===== config.mk =====
export PLATFORM = sky130hd
export DESIGN_NAME = rpzp_ctrl
export DESIGN_NICKNAME = d
export VERILOG_FILES = /design/src/rtl/rpzp_pkg.sv /design/src/rtl/rpzp_ctrl.sv
export SDC_FILE = /design/constraint.sdc
export NUM_CORES = 1
export LEC_CHECK = 0
export BUFFER_PORTS_ARGS = -buffer_cell sky130_fd_sc_hd__buf_2
export CORE_AREA = 3 3 65 61
export CTS_BUF_LIST = sky130_fd_sc_hd__clkbuf_16
export CTS_CLUSTER_SIZE = 14
export DETAILED_ROUTE_END_ITERATION = 10
export DIE_AREA = 0 0 68 64
export PLACE_DENSITY = 0.81
export SLEW_MARGIN = 20
export SYNTH_ARGS = -nofsm -noshare
export SYNTH_HDL_FRONTEND = slang
export SYNTH_SLANG_ARGS = --single-unit
export TNS_END_PERCENT = 5

===== constraint.sdc =====
create_clock -name clk -period 6.76 [get_ports clk]
set_clock_uncertainty 0.1 [all_clocks]
set_input_delay 0.676 -clock clk [delete_from_list [all_inputs] [get_ports clk]]
set_output_delay 0.676 -clock clk [all_outputs]
set_load 0.005 [all_outputs]

===== src/rtl/rpzp_pkg.sv =====
// Shared types, constants and the sine table builder for the rotate/project/plot block.
// No dependencies; every other file in rtl/ imports this package.
`timescale 1ns / 1ps
`default_nettype none

package rpzp_pkg;

	// Frame, fixed-point and angle geometry
	localparam int MAX_WIDTH   = 256;
	localparam int MAX_HEIGHT  = 64;
	localparam int FRAC_BITS   = 14;
	localparam int ANGLE_STEPS = 1024;

	localparam int STORE_CELLS = MAX_WIDTH * MAX_HEIGHT;
	localparam int STORE_AW    = $clog2(STORE_CELLS);
	localparam int ANGLE_AW    = $clog2(ANGLE_STEPS);
	localparam int QUARTER     = ANGLE_STEPS / 4;
	localparam int WIDTH_W     = $clog2(MAX_WIDTH + 1);
	localparam int HEIGHT_W    = $clog2(MAX_HEIGHT + 1);
	localparam int AREA_W      = $clog2(STORE_CELLS + 1);

	// Datapath widths
	localparam int TRIG_W  = FRAC_BITS + 2;
	localparam int MUL_A_W = 40;
	localparam int MUL_B_W = TRIG_W;
	localparam int ACC_W   = MUL_A_W + MUL_B_W;
	localparam int UV_W    = 24;
	localparam int COORD_W = 26;
	localparam int NUM_W   = MUL_A_W;
	localparam int DEN_W   = COORD_W;
	localparam int DEPTH_W = 24;
	localparam int GLYPH_W = 8;

	localparam logic [DEPTH_W-1:0] DEPTH_FAR   = '1;
	localparam logic [DEPTH_W-1:0] DEPTH_SAT   = 24'hFFFFFE;
	localparam logic [GLYPH_W-1:0] GLYPH_RESET = 8'd46;

	// Angle constants in Q30
	localparam longint PI_Q30      = 64'sd3373259426;
	localparam longint HALF_PI_Q30 = 64'sd1686629713;
	localparam longint TWO_PI_Q30  = 64'sd6746518852;

	// Register map of the configuration port
	typedef enum logic [2:0] {
		CFG_ANGLE_A,
		CFG_ANGLE_B,
		CFG_ANGLE_C,
		CFG_VIEW_DIST,
		CFG_FOCAL,
		CFG_WIDTH,
		CFG_HEIGHT,
		CFG_BG_GLYPH
	} cfg_idx_t;

	typedef enum logic [1:0] {
		KIND_PLOT,
		KIND_CLEAR,
		KIND_READ,
		KIND_NONE
	} kind_t;

	typedef enum logic [2:0] {
		ST_DRAWN,
		ST_HIDDEN,
		ST_OFF,
		ST_BEHIND,
		ST_CLEARED,
		ST_READ
	} status_t;

	// Trig register slots, sin/cos of each angle
	typedef enum logic [2:0] {
		TRIG_SA,
		TRIG_CA,
		TRIG_SB,
		TRIG_CB,
		TRIG_SC,
		TRIG_CC
	} trig_sel_t;

	// Multiplier operations; the accumulate step follows in the cycle after issue
	typedef enum logic [4:0] {
		MUL_NOP,
		MUL_JSA,
		MUL_KCA,
		MUL_JCA,
		MUL_KSA,
		MUL_ICB,
		MUL_ISB,
		MUL_SBU,
		MUL_CBU,
		MUL_SCV,
		MUL_CCW,
		MUL_CCV,
		MUL_SCW,
		MUL_MCC,
		MUL_MSC,
		MUL_WZ,
		MUL_KX,
		MUL_HZ,
		MUL_KY,
		MUL_WH,
		MUL_YW
	} mul_op_t;

	typedef struct packed {
		logic [1:0]                kind;
		logic signed [7:0]         point_x;
		logic signed [7:0]         point_y;
		logic signed [7:0]         point_z;
		logic [GLYPH_W-1:0]        glyph;
		logic [13:0]               read_index;
	} in_word_t;

	typedef struct packed {
		logic [2:0]                status;
		logic [13:0]               cell_index;
		logic [GLYPH_W-1:0]        cell_glyph;
	} out_word_t;

	// Controller to datapath
	typedef struct packed {
		logic                      load;
		logic                      rom_rd;
		trig_sel_t                 rom_sel;
		mul_op_t                   mul;
		logic                      round;
		logic                      zt;
		logic                      div_start;
		logic                      mem_rd;
		logic                      mem_wr;
		logic                      glyph_rd;
		logic                      sweep;
		logic                      sweep_init;
		logic [STORE_AW-1:0]       sweep_addr;
		logic                      out_load;
		status_t                   res;
	} dp_cmd_t;

	// Datapath to controller
	typedef struct packed {
		logic [1:0]                kind;
		logic                      zt_pos;
		logic                      div_done;
		logic                      idx_ok;
		logic                      nearer;
		logic                      out_free;
	} dp_stat_t;

	typedef logic signed [TRIG_W-1:0] trig_rom_t [ANGLE_STEPS];

	// Q1.F sine of a Q30 angle in [0, 2pi), odd Taylor series summed in Q30
	function automatic logic signed [TRIG_W-1:0] sin_q(input longint th_in);
		longint      th;
		logic        neg;
		logic [63:0] x;
		logic [63:0] x2;
		logic [63:0] term;
		longint      sum;
		th  = th_in;
		neg = 1'b0;
		if (th >= PI_Q30) begin
			th  = th - PI_Q30;
			neg = 1'b1;
		end
		if (th > HALF_PI_Q30) th = PI_Q30 - th;
		x    = 64'(th);
		x2   = (x * x) >> 30;
		term = x;
		sum  = th;
		for (int n = 1; n <= 10; n++) begin
			term = ((term * x2) >> 30) / 64'((2 * n) * (2 * n + 1));
			if ((n & 1) != 0) sum = sum - longint'(term);
			else sum = sum + longint'(term);
		end
		sum = (sum + (64'sd1 <<< (29 - FRAC_BITS))) >>> (30 - FRAC_BITS);
		if (neg) sum = -sum;
		return TRIG_W'(sum);
	endfunction

	// Full-turn sine table, built at elaboration
	function automatic trig_rom_t build_sin_rom();
		trig_rom_t rom;
		longint    th;
		for (int n = 0; n < ANGLE_STEPS; n++) begin
			th     = (longint'(n) * TWO_PI_Q30 + ANGLE_STEPS / 2) / ANGLE_STEPS;
			rom[n] = sin_q(th);
		end
		return rom;
	endfunction

endpackage

`default_nettype wire


===== src/rtl/rpzp_ctrl.sv =====
// Controller state machine: sequences trig fetch, rotation, projection, divide and store access.
// Depends on rpzp_pkg for command/status structs and codes.
`timescale 1ns / 1ps
`default_nettype none

module rpzp_ctrl (
	input  logic                 clk,
	input  logic                 arst_n,
	input  logic                 in_valid,
	output logic                 in_ready,
	output rpzp_pkg::dp_cmd_t    cmd,
	input  rpzp_pkg::dp_stat_t   stat
);
	import rpzp_pkg::*;

	typedef enum logic [4:0] {
		S_INIT,
		S_IDLE,
		S_DISPATCH,
		S_TRIG,
		S_MUL,
		S_ROUND,
		S_ZT,
		S_ZCHK,
		S_PROJ,
		S_DIVGO,
		S_DIVWAIT,
		S_IDX,
		S_IDXACT,
		S_RANGE,
		S_MRD,
		S_MWR,
		S_RDMEM,
		S_CLEAR,
		S_DONE
	} state_t;

	localparam logic [STORE_AW-1:0] LAST_CELL = STORE_AW'(STORE_CELLS - 1);

	state_t               state_q;
	logic [STORE_AW-1:0]  cnt_q;
	status_t              res_q;

	// rotation program; one step past the last product lets it accumulate
	function automatic mul_op_t rot_prog(input logic [3:0] step);
		mul_op_t op;
		unique case (step)
			4'd0:    op = MUL_JSA;
			4'd1:    op = MUL_KCA;
			4'd2:    op = MUL_JCA;
			4'd3:    op = MUL_KSA;
			4'd4:    op = MUL_ICB;
			4'd5:    op = MUL_ISB;
			4'd6:    op = MUL_SBU;
			4'd7:    op = MUL_CBU;
			4'd8:    op = MUL_SCV;
			4'd9:    op = MUL_CCW;
			4'd10:   op = MUL_CCV;
			4'd11:   op = MUL_SCW;
			4'd12:   op = MUL_MCC;
			4'd13:   op = MUL_MSC;
			default: op = MUL_NOP;
		endcase
		return op;
	endfunction

	// projection numerators and frame area
	function automatic mul_op_t proj_prog(input logic [2:0] step);
		mul_op_t op;
		unique case (step)
			3'd0:    op = MUL_WZ;
			3'd1:    op = MUL_KX;
			3'd2:    op = MUL_HZ;
			3'd3:    op = MUL_KY;
			3'd4:    op = MUL_WH;
			default: op = MUL_NOP;
		endcase
		return op;
	endfunction

	assign in_ready = (state_q == S_IDLE);

	// command decode
	always_comb begin
		cmd            = '0;
		cmd.mul        = MUL_NOP;
		cmd.rom_sel    = trig_sel_t'(cnt_q[2:0]);
		cmd.sweep_addr = cnt_q;
		cmd.res        = res_q;
		unique case (state_q)
			S_INIT: begin
				cmd.sweep      = 1'b1;
				cmd.sweep_init = 1'b1;
			end
			S_IDLE:    cmd.load = in_valid;
			S_TRIG:    cmd.rom_rd = 1'b1;
			S_MUL:     cmd.mul = rot_prog(cnt_q[3:0]);
			S_ROUND:   cmd.round = 1'b1;
			S_ZT:      cmd.zt = 1'b1;
			S_PROJ:    cmd.mul = proj_prog(cnt_q[2:0]);
			S_DIVGO:   cmd.div_start = 1'b1;
			S_IDX:     cmd.mul = MUL_YW;
			S_MRD:     cmd.mem_rd = 1'b1;
			S_MWR:     cmd.mem_wr = 1'b1;
			S_RDMEM:   cmd.glyph_rd = 1'b1;
			S_CLEAR:   cmd.sweep = 1'b1;
			S_DONE:    cmd.out_load = stat.out_free;
			default: begin
			end
		endcase
	end

	// state, step counter and result code
	always_ff @(posedge clk or negedge arst_n) begin
		if (!arst_n) begin
			state_q <= S_INIT;
			cnt_q   <= '0;
			res_q   <= ST_DRAWN;
		end else begin
			unique case (state_q)
				S_INIT: begin
					cnt_q <= cnt_q + 1'b1;
					if (cnt_q == LAST_CELL) state_q <= S_IDLE;
				end
				S_IDLE: begin
					if (in_valid) state_q <= S_DISPATCH;
				end
				S_DISPATCH: begin
					cnt_q <= '0;
					unique case (kind_t'(stat.kind))
						KIND_PLOT:  state_q <= S_TRIG;
						KIND_CLEAR: state_q <= S_CLEAR;
						KIND_READ:  state_q <= S_RDMEM;
						KIND_NONE:  state_q <= S_IDLE;
					endcase
				end
				S_TRIG: begin
					if (cnt_q == STORE_AW'(TRIG_CC)) begin
						cnt_q   <= '0;
						state_q <= S_MUL;
					end else begin
						cnt_q <= cnt_q + 1'b1;
					end
				end
				S_MUL: begin
					if (cnt_q == STORE_AW'(14)) begin
						cnt_q   <= '0;
						state_q <= S_ROUND;
					end else begin
						cnt_q <= cnt_q + 1'b1;
					end
				end
				S_ROUND: state_q <= S_ZT;
				S_ZT:    state_q <= S_ZCHK;
				S_ZCHK: begin
					if (stat.zt_pos) begin
						state_q <= S_PROJ;
					end else begin
						res_q   <= ST_BEHIND;
						state_q <= S_DONE;
					end
				end
				S_PROJ: begin
					if (cnt_q == STORE_AW'(5)) begin
						cnt_q   <= '0;
						state_q <= S_DIVGO;
					end else begin
						cnt_q <= cnt_q + 1'b1;
					end
				end
				S_DIVGO: state_q <= S_DIVWAIT;
				S_DIVWAIT: begin
					if (stat.div_done) state_q <= S_IDX;
				end
				S_IDX:    state_q <= S_IDXACT;
				S_IDXACT: state_q <= S_RANGE;
				S_RANGE: begin
					if (stat.idx_ok) begin
						state_q <= S_MRD;
					end else begin
						res_q   <= ST_OFF;
						state_q <= S_DONE;
					end
				end
				S_MRD: state_q <= S_MWR;
				S_MWR: begin
					res_q   <= stat.nearer ? ST_DRAWN : ST_HIDDEN;
					state_q <= S_DONE;
				end
				S_RDMEM: begin
					res_q   <= ST_READ;
					state_q <= S_DONE;
				end
				S_CLEAR: begin
					cnt_q <= cnt_q + 1'b1;
					if (cnt_q == LAST_CELL) begin
						res_q   <= ST_CLEARED;
						state_q <= S_DONE;
					end
				end
				S_DONE: begin
					if (stat.out_free) state_q <= S_IDLE;
				end
				default: state_q <= S_IDLE;
			endcase
		end
	end

endmodule

`default_nettype wire


==> key figures, run 1 <==
Outcome
  • Status: finished, final reports clean

Finish
  • Reg area: roughly 550 sq um
  • Area of the multi-input gates: between 1000 and 1500 sq um
  • Ant diodes: 0
  • Area delta synth->final: 17.6%
  • Commonest non-fill, non-tap cell in the layout: buf_2
  • Nets: a little under 300
  • Layout cells sized above 1: ~23%
  • Most frequent cells in the layout: buf_2, nand2_1, nor2_1, dfrtp_1, o21ai_0
  • FILL cells: around 320
  • Final Util: between 60% and 70%
  • Non-filler instance count after layout: between 300 and 400

Clock tree
  • Clock buffer depth: 2
  • TritonCTS buffer count: 3
  • Clock sinks: 22
  • CTS tree: done
  • CTS H-tree depth: 1
  • CTS Hold Buffers Added: 0
  • Clock slew at reported path FFs: 60 ps
  • Clk root buf: clkbuf_16
  • Setup Fix Bufs, Post-CTS: 0
  • CTS resizes: 0
  • Later-pin clock latency in the skew report: between 200 and 300 ps

STA
  • Final worst path period share: between 40 and 50%
  • Fin. max-slew vios: 0
  • Hold WS: 283 ps
  • Worst Tran Pin Value: 884 ps
  • Setup_tns: 0 ps
  • Fmax: around 330 MHz
  • Normalized max-slew margin: 41.1%
  • Final Hold Fails: 0
  • RSZ-0062 raised after global routing: no
  • Number of setup violations in the final report: 0
  • Final min period: 3010 ps

Placement
  • Routability cong.: between 0.8 and 0.9
  • Input/output buffers: 46
  • Cells after DPL: 313
  • DPL Wire Length: about 3300 um

Floorplanning
  • IO Count: 47
  • Core Area: ~3400 sq um
  • Row count: 20
  • Die X: between 60 and 70 um
  • Initial Util: a little over half
  • Die footprint: 4350 sq um
  • Die Ht: roughly 64 um

Detailed routing
  • DRC violations left: 0
  • Drt via density: between 5 and 6
  • ANT nets after route: 0
  • Routed wire length: ~4500 um
  • Router iterations before antenna repair: 4
  • DR iter-0 viols: 137
  • Per-cell routed wire length: about 14 um
  • Via count: 1857

Worst setup path
  • Slowest cell on the critical path: or4_1
  • Max incr delay on CP: 760 ps
  • Crit start category: flip-flop
  • Launching point of the worst reg2reg path: state_q[1]
  • Crit-path max FO: 26
  • Crit. Startpoint: state_q[1]
  • Worst EP arrival: between 3000 and 4000 ps
  • Crit path kind: flip-flop to flip-flop
  • Worst setup EP type: flip-flop
  • Crit-path cells: or4_1 > o22ai_1 > and4bb_4 > mux2_4
  • CP required: 6800 ps

Global route
  • Largest net degree at the start of global routing: 27
  • Vias in the first global route: 1680
  • Initial antenna violation count: 0
  • Total Routing Usage GR: ~22%
  • GRT overflow: 0
  • First-pass GRT wire length: around 7700 um

Pwr
  • Tot Pwr: around 870 uW
  • Power density cells: 405 nW/um^2
  • Peak supply drop: between 0.15 and 0.2 mV
  • Pleak: a little under 1 nW

Synth
  • Synth area leaders: dfrtp_1, o21ai_0, nand2_1
  • Mapped Area: approximately 1800 sq um
  • Syn nets: roughly 260
  • Mapped Cells: roughly 240
  • Area leader, netlist: dfrtp_1
  • Syn_area_per_cell: about 7.7 sq um
  • Synth cell types: 50
  • Flops & latches, synth: 22
  • Yosys warnings: 0
  • Sequential fraction of the synthesis area: a little under a third
  • Post-synth top area share: a little under a third

Flow run
  • Max capacitance violation total: 0

Worst hold path
  • Min-delay worst type: input pin to asynchronous set/reset pin
==> per-stage QoR <==
step | setup WS [ps] | cell area (sq um)
after floorplan | 4430 | 1830
after global placement | 3880 | 2050
after detailed placement | 3810 | 2050
after CTS | 3760 | 2160
after global routing | 3590 | 2160
final | 3750 | 2160
==> worst max-delay path, delay by kind of cell (launching register included) <==
| family | cells | cell delay, ps |
|---|---|---|
| AOI/OAI and AO/OA | 1 | 750 |
| DFF | 1 | 630 |
| muxes | 1 | 290 |
| and+or+nand+nor | 2 | 1120 |
==> cell type report <==
cell class                 instances  area share, %
multi-input combinational        189           53.9
sequential                        22           25.5
timing repair buffer              48           11.4
clock buffer                       3           3.48
tap                               44           2.55
inverter                          10           1.74
clock inverter                     1           1.39
==> flip-flops by register name (all words and copies together) (netlist names) <==
register,cells
res_q,3
state_q,5
cnt_q,14
==> report_power, final <==
part	internal (mW)	leakage, nW	switching (mW)
clock	0.118	0.0511	0.0497
sequential	0.162	0.283	0.0954
combinational	0.202	0.656	0.247
==> logic make-up after synthesis <==
| logic type | share of synthesized area, % |
|---|---|
| compound gates | 21.2 |
| xor+xnor | 1.43 |
| fa+ha+maj | 4.78 |
| buf+inv | 6.55 |
| flops | 30.0 |
| mux | 4.23 |
| simple gates | 31.8 |
==> cell usage after synthesis, drive strengths merged <==
library cell  number
and3               2
a211oi             1
o22ai              6
nand4              6
a2bb2oi            1
mux2               3
o32ai              1
o21ai             21
a31oi              1
xor2               1
o31ai              2
o211ai             3
nand3              6
nand2b             3
a2111oi            1
o21bai             1
inv               10
a21o               1
o22a               1
or3                3
a22o               2
dfrtp             22
mux2i              4
o2bb2ai            3
nor3              12
nor4               3
nor4b              1
clkbuf            11
buf                7
or2                4
ha                 7
and4               2
and3b              1
a21oi             13
nor2              26
nand3b             1
xnor2              2
nand2             25
nor2b              5
or4                3
and2               3
nor3b              3
o221ai             4
and4bb             1
==> metal layers <==
metal	vias up	global-route usage (%)	wire [um]
li1	934	-	-
met1	864	33.3	2200
met3	6	4.04	260
met4	0	5.46	48
met5	-	0	0
met2	53	32.6	2000
==> final timing paths <==
path	cells past startpoint	slack [ps]	endpoint
max	4	3750	state_q[1]
min	1	280	cnt_q[11]
max reg2reg	4	3750	state_q[1]
min reg2reg	1	410	res_q[0]
max in group asynchronous	1	5920	state_q[3]
min in group clk	1	410	res_q[0]
No activity file was read; power rests on OpenSTA's default activity.
==> run 2, diff against run 1 <==
- CORE_AREA: 3 3 65 61 -> 3 3 66 62
- DIE_AREA: 0 0 68 64 -> 0 0 69 65
- PLACE_DENSITY: 0.81 -> 0.78
- clock period: 6.76 -> 3 ns (I/O delays scaled with it)
==> run 2 against run 1 <==
Effect of this change:
- combinational power grew to 2.5 times the previous value
- setup slack worse by 3300 ps
- count of clock-buffer cells in the layout did not move
- critical path type is now flip-flop to primary output
- critical endpoint is now cmd[26]
- core utilization down 0.32 points
- cell count up 1.9%
- critical path depth grew 2
- register-to-register slack worse by 3200 ps
- sequential cell count is the same
- die area up 3.1%
- non-clock buffer count up 6
- power grew 120%
- first-iteration DRC count up 30%
==> key figures, run 2 (synthesis results as in run 1) <==
Finish
  • Most frequent cells in the layout: buf_2, nand2_1, nor2_1, dfrtp_1, o21ai_0
  • Ant diodes: 0 (unchanged)
  • Largest reg by FF count: cnt_q
  • FILL cells: 312 (-2.8%)
  • Layout cells sized above 1: 24.0% (+0.94 points)
  • Nets: 297 (+2.1%)
  • Max reg flops: 14 (unchanged)
  • Largest regs: cnt_q x14, state_q x5, res_q x3
  • Area delta synth->final: 18.8%
  • Commonest non-fill, non-tap cell in the layout: buf_2

Worst setup path
  • Crit-path max FO: 16 (-38%)
  • Crit path kind: flip-flop to primary output
  • Critical R2R Capture: cnt_q[2]
  • Crit-path cells: nand2b_4 > or4_1 > nor2_1 > a21oi_1 > o221ai_1 > buf_2
  • Worst path bufs/invs: 1 (+1)
  • Reg2reg setup slack: 530 ps (-3220 ps)
  • Slowest cell on the critical path: dfrtp_1
  • Worst setup EP type: primary output
  • Family with the most delay on the worst path: simple AND/OR/NAND/NOR gates
  • Launching point of the worst reg2reg path: cnt_q[11]
  • Critical path depth: 6 (+2)
  • Worst EP arrival: 2110 ps (-940 ps)
  • Worst R2R Path Depth: 6 (+2)
  • Max incr delay on CP: 660 ps (-100 ps)
  • CP required: 2600 ps (-4200 ps)
  • Crit start category: flip-flop

STA
  • Hold WS: 334 ps (+50.5 ps)
  • Setup_tns: 0 ps (unchanged)
  • Fin. max-slew vios: 0 (unchanged)
  • Worst Tran Pin Value: 528 ps (-356 ps)
  • Number of setup violations in the final report: 0 (unchanged)
  • Final min period: approximately 2500 ps
  • RSZ-0062 raised after global routing: no
  • Fmax: around 400 MHz
  • Final worst path period share: 83.7%
  • Final Hold Fails: 0 (unchanged)
  • Normalized max-slew margin: 64.8% (+24 points)

Pwr
  • Power density cells: 886 nW/um^2 (+120%)
  • Pleak: 1.01 nW (+1.7%)
  • Sw Ratio: 46.2% (+1.3 points)
  • Peak supply drop: 0.483 mV (+160%)
  • Comb power frac: 59.2% (+7.8 points)
  • Switch Pwr: 891 uW (+130%)
  • Int Power: 1.04 mW (+120%)
  • Clock power frac: 14.8% (-4.4 points)
  • Seq pwr share: 26.0% (-3.4 points)

Floorplanning
  • Core Area: 3400 sq um (+1.5%)
  • Initial Util: 53.9% (-0.80 points)
  • Die footprint: 4490 sq um (+3.1%)
  • Die Ht: 65 um (+1.6%)
  • Die X: 69 um (+1.5%)
  • IO Count: 47 (unchanged)
  • Row count: 20 (unchanged)

Global route
  • Grt met2 use: 31.0% (-1.7 points)
  • First-pass GRT wire length: 7720 um (+0.46%)
  • GRT met3 Usage: 3.10% (-0.94 points)
  • Met1 Resource Use GR: 31.0% (-2.3 points)
  • Largest net degree at the start of global routing: 23 (-15%)
  • Vias in the first global route: 1617 (-3.8%)
  • Most Crowded Layer GR: met1
  • GRT overflow: 0 (unchanged)
  • Total Routing Usage GR: 20.5% (-1.7 points)
  • Initial antenna violation count: 0 (unchanged)

Worst hold path
  • Min-delay worst type: input pin to flip-flop
  • Hold path depth: 5
  • Hold EP: state_q[3]
  • Hold Crit Start: stat[4]

Clock tree
  • CTS resizes: 0 (unchanged)
  • Clk root buf: clkbuf_16
  • Setup Fix Bufs, Post-CTS: 0 (unchanged)
  • Clock sinks: 22 (unchanged)
  • TritonCTS buffer count: 3 (unchanged)
  • Clock buffer depth: 2 (unchanged)
  • CTS Hold Buffers Added: 1 (+1)
  • Clock slew at reported path FFs: 60 ps (about the same)
  • CTS H-tree depth: 1 (unchanged)
  • Later-pin clock latency in the skew report: 250 ps (about the same)
  • CTS tree: done

Detailed routing
  • DRC violations left: 0 (unchanged)
  • Per-cell routed wire length: 14.2 um (about the same)
  • ANT nets after route: 0 (unchanged)
  • Routed wire length: 4590 um (+1.8%)
  • Drt via density: 5.90 (+0.78%)
  • Router iterations before antenna repair: 4 (unchanged)
  • DR iter-0 viols: 178 (+30%)
  • Via count: 1907 (+2.7%)

Placement
  • Input/output buffers: 46 (unchanged)
  • Routability cong.: 0.858 (+2.7%)
  • DPL Wire Length: 3320 um (+1.6%)

Flow run
  • Max capacitance violation total: 0 (unchanged)

Outcome
  • Status: finished, final reports clean
run 2: layout make-up:
| cell class | instances | area (sq um) | share of cell area [%] |
|---|---|---|---|
| multi-input combinational | 189 | 1160 | 53.4 |
| inverter | 10 | 37.5 | 1.72 |
| sequential | 22 | 551 | 25.3 |
| clock inverter | 1 | 3.75 | 0.172 |
| timing repair buffer | 54 | 293 | 13.4 |
| clock buffer | 3 | 75.1 | 3.45 |
| tap | 44 | 55.1 | 2.53 |
run 2: how the worst max path moves through the flow:
stage | startpoint | to
after detailed placement | cnt_q[11] | cnt_q[2]
after global placement | cnt_q[11] | cnt_q[1]
after CTS | state_q[2] | cmd[26]
after floorplan | cnt_q[11] | state_q[1]
final | state_q[2] | cmd[26]
after global routing | state_q[2] | cmd[26]
run 2: per-stage QoR:
stage               cell area, sq um  setup WS [ps]  power, mW  instances  util (%)
floorplan                       1830            714       1.31        239         -
global placement                2090            640       1.63        318      61.4
detailed placement              2090            565       1.64        318      61.4
CTS                             2180            497       1.93        323      64.0
global route                    2180            354       2.09        323      64.0
finish                          2180            490       1.93        323      64.0
run 2: routing by layer:
metal | routed length [um] | part of all wire [%]
met1 | 2250 | 49
met2 | 1920 | 42
met3 | 392 | 8.5
met4 | 25 | 0.54
met5 | 0 | 0
run 2: worst reg2reg max path: stages, from the launching register on:
cell and delay [ps]:
dfrtp_1 450, or4_1 610, nor4_2 340, o22ai_1 140, buf_4 190, or2_2 310
a22o_1 230
run 2: power by group through the flow:
stage | sequential, mW | combinational, mW | clock [mW]
3_5_place_dp | 0.505 | 1.13 | 0
2_1_floorplan | 0.445 | 0.860 | 0
3_3_place_gp | 0.502 | 1.12 | 0
4_1_cts | 0.500 | 1.14 | 0.288
5_1_grt | 0.521 | 1.27 | 0.307
6_report | 0.501 | 1.14 | 0.286
==> run 3, diff against run 2 <==
- CORE_AREA: 3 3 66 62 -> 3 3 70 65
- DIE_AREA: 0 0 69 65 -> 0 0 73 68
- PLACE_DENSITY: 0.78 -> 0.74
- clock period: 3 -> 2.05 ns (I/O delays scaled with it)
==> run 3 against run 2 <==
Effect of this change:
- the run now ends with negative setup slack left
- cell count grew 11%
- power grew 67%
- global-route usage grew 0.81 points
- sequential share of layout area shrank 3.3 points
- critical path depth decreased by 1
- first-iteration DRC count down 15%
- core utilization is 1.7 points higher
- worst hold slack got worse by 90 ps
- sequential power rose by 24%
- largest cell class unchanged
- via count is 8.4% higher
- die area up 11%
- routed wire length rose by 12%
==> key figures, run 3 (synthesis results as in run 1) <==
Outcome
  • Status: finished, violations left
  • Failing checks: negative setup slack

Detailed routing
  • ANT nets after route: 0 (unchanged)
  • Top sig layer: met4
  • WL met1: 2410 um (+7.1%)
  • Metal3 WL: 335 um (-15%)
  • Per-cell routed wire length: 14.3 um (+0.48%)
  • Routed wire length: 5140 um (+12%)
  • DRC violations left: 0 (unchanged)
  • Via count: 2067 (+8.4%)
  • Router iterations before antenna repair: 4 (unchanged)
  • DR iter-0 viols: 152 (-15%)
  • Drt via density: 5.74 (-2.7%)
  • Met2 WL: 2360 um (+23%)

Global route
  • Total Routing Usage GR: 21.3% (+0.81 points)
  • Largest net degree at the start of global routing: 26 (+13%)
  • First-pass GRT wire length: 8400 um (+8.8%)
  • Vias in the first global route: 1840 (+14%)
  • GRT overflow: 0 (unchanged)
  • Initial antenna violation count: 0 (unchanged)

Worst setup path
  • Worst EP arrival: 2290 ps (+180 ps)
  • Crit-path max FO: 4 (-12)
  • Crit start category: flip-flop
  • Worst setup EP type: flip-flop
  • Max incr delay on CP: 550 ps (-110 ps)
  • Family with the most delay on the worst path: simple AND/OR/NAND/NOR gates
  • Crit path kind: flip-flop to flip-flop
  • Worst path bufs/invs: 0 (-1)
  • Crit. Startpoint: cnt_q[10]
  • CP required: 2080 ps (-520 ps)
  • Slowest cell on the critical path: or4_4
  • Worst R2R Path Depth: 5 (-1)
  • Reg2reg setup slack: -200 ps (-730 ps)
  • Critical R2R Capture: state_q[1]
  • Crit-path cells: or4_4 > nor4_4 > o22ai_2 > and4bb_4 > mux2_4
  • Launching point of the worst reg2reg path: cnt_q[10]

Clock tree
  • Clock sinks: 22 (unchanged)
  • TritonCTS buffer count: 3 (unchanged)
  • CTS tree: done
  • Clock buffer depth: 2 (unchanged)
  • Clock slew at reported path FFs: 50 ps (about the same)
  • Clk root buf: clkbuf_16
  • CTS H-tree depth: 1 (unchanged)
  • Later-pin clock latency in the skew report: 250 ps (about the same)

Finish
  • Final Util: 65.6% (+1.7 points)
  • Ant diodes: 0 (unchanged)
  • Largest reg by FF count: cnt_q
  • Nets: 333 (+12%)
  • Layout cells sized above 1: 35.0% (+11 points)
  • Area delta synth->final: 36.5%
  • Max reg flops: 14 (unchanged)
  • Commonest non-fill, non-tap cell in the layout: buf_2
  • Largest regs: cnt_q x14, state_q x5, res_q x3
  • Most frequent cells in the layout: buf_2, buf_4, nand2_1, nor2_1, dfrtp_1

STA
  • Final worst path period share: 110%
  • Worst Tran Pin Value: 496 ps (-31.8 ps)
  • Fin. max-slew vios: 0 (unchanged)
  • Final min period: about 2300 ps
  • Number of setup violations in the final report: 17 (+17)
  • Fmax: between 400 and 500 MHz
  • Fin worst setup slack: -205 ps (-695 ps)
  • Normalized max-slew margin: 66.9% (+2.1 points)
  • RSZ-0062 raised after global routing: yes
  • Final Hold Fails: 0 (unchanged)

Pwr
  • Power density cells: 1290 nW/um^2 (+45%)
  • Pleak: 1.20 nW (+19%)
  • Peak supply drop: 0.769 mV (+59%)
  • Tot Pwr: 3.22 mW (+67%)

Flow run
  • Max capacitance violation total: 0 (unchanged)

Floorplanning
  • Initial Util: 48.1% (-5.7 points)
  • Die X: 73 um (+5.8%)
  • IO Count: 47 (unchanged)
  • Row count: 21 (+5.0%)
  • Die Ht: 68 um (+4.6%)
  • Core Area: 3810 sq um (+12%)
  • Die footprint: 4960 sq um (+11%)

Worst hold path
  • Hold path depth: 5 (unchanged)
  • Hold EP: state_q[3]
  • Min-delay worst type: input pin to flip-flop
  • Hold Crit Start: stat[4]

Placement
  • DPL Wire Length: 3900 um (+18%)
  • Input/output buffers: 46 (unchanged)
  • Routability cong.: 0.883 (+3.0%)
## run 3: repair_timing
action	4_1_cts	5_1_grt
resized for setup	6	5
setup endpoints to repair	21	27
endpoints found under the hold margin	22	0
pin swaps	2	1
setup buffers	0	0
hold buffers	1	0
## run 3: power breakdown
part	internal, mW	switching [mW]
clock network	0.257	0.138
logic	1.01	1.19
registers	0.539	0.0813
total	1.80	1.41
## run 3: per-layer routing
metal	vias to the layer above	global-route usage [%]
li1	1024	-
met1	968	29.5
met2	71	35.5
met3	4	3.23
met4	0	4.15
met5	-	0
## run 3: worst max-delay path by stage
| stage | endpoint | slack, ps | cells after the start |
|---|---|---|---|
| global placement | state_q[1] | -150 | 5 |
| floorplan | state_q[1] | -190 | 5 |
| detailed placement | state_q[1] | -210 | 5 |
| finish | state_q[1] | -200 | 5 |
| CTS | state_q[1] | -210 | 5 |
| global route | state_q[1] | -290 | 5 |
## run 3: area by class of cell
type | instances | area [sq um]
fillers | 329 | 1310
inverters | 10 | 37.5
multi-input cells | 189 | 1210
flip-flops and latches | 22 | 551
clock buffers | 3 | 75.1
well taps | 46 | 57.6
repair buffers | 90 | 567
## run 3: metrics by stage
step                setup TNS, ps  cell area [sq um]  hold WS, ps  cells  setup WS [ps]
detailed placement          -1720               2370         95.4    356           -212
CTS                         -1800               2490          237    360           -211
floorplan                    -450               1850         -191    239           -192
global placement             -707               2370         96.0    356           -146
finish                      -1550               2500          244    360           -205
global route                -3820               2500          267    360           -286
## run 3: tightest hold or removal path: stages
cell     delay (ps)
buf_2            90
inv_1            50
nor2_1           50
nand4_1          90
a21oi_1          60
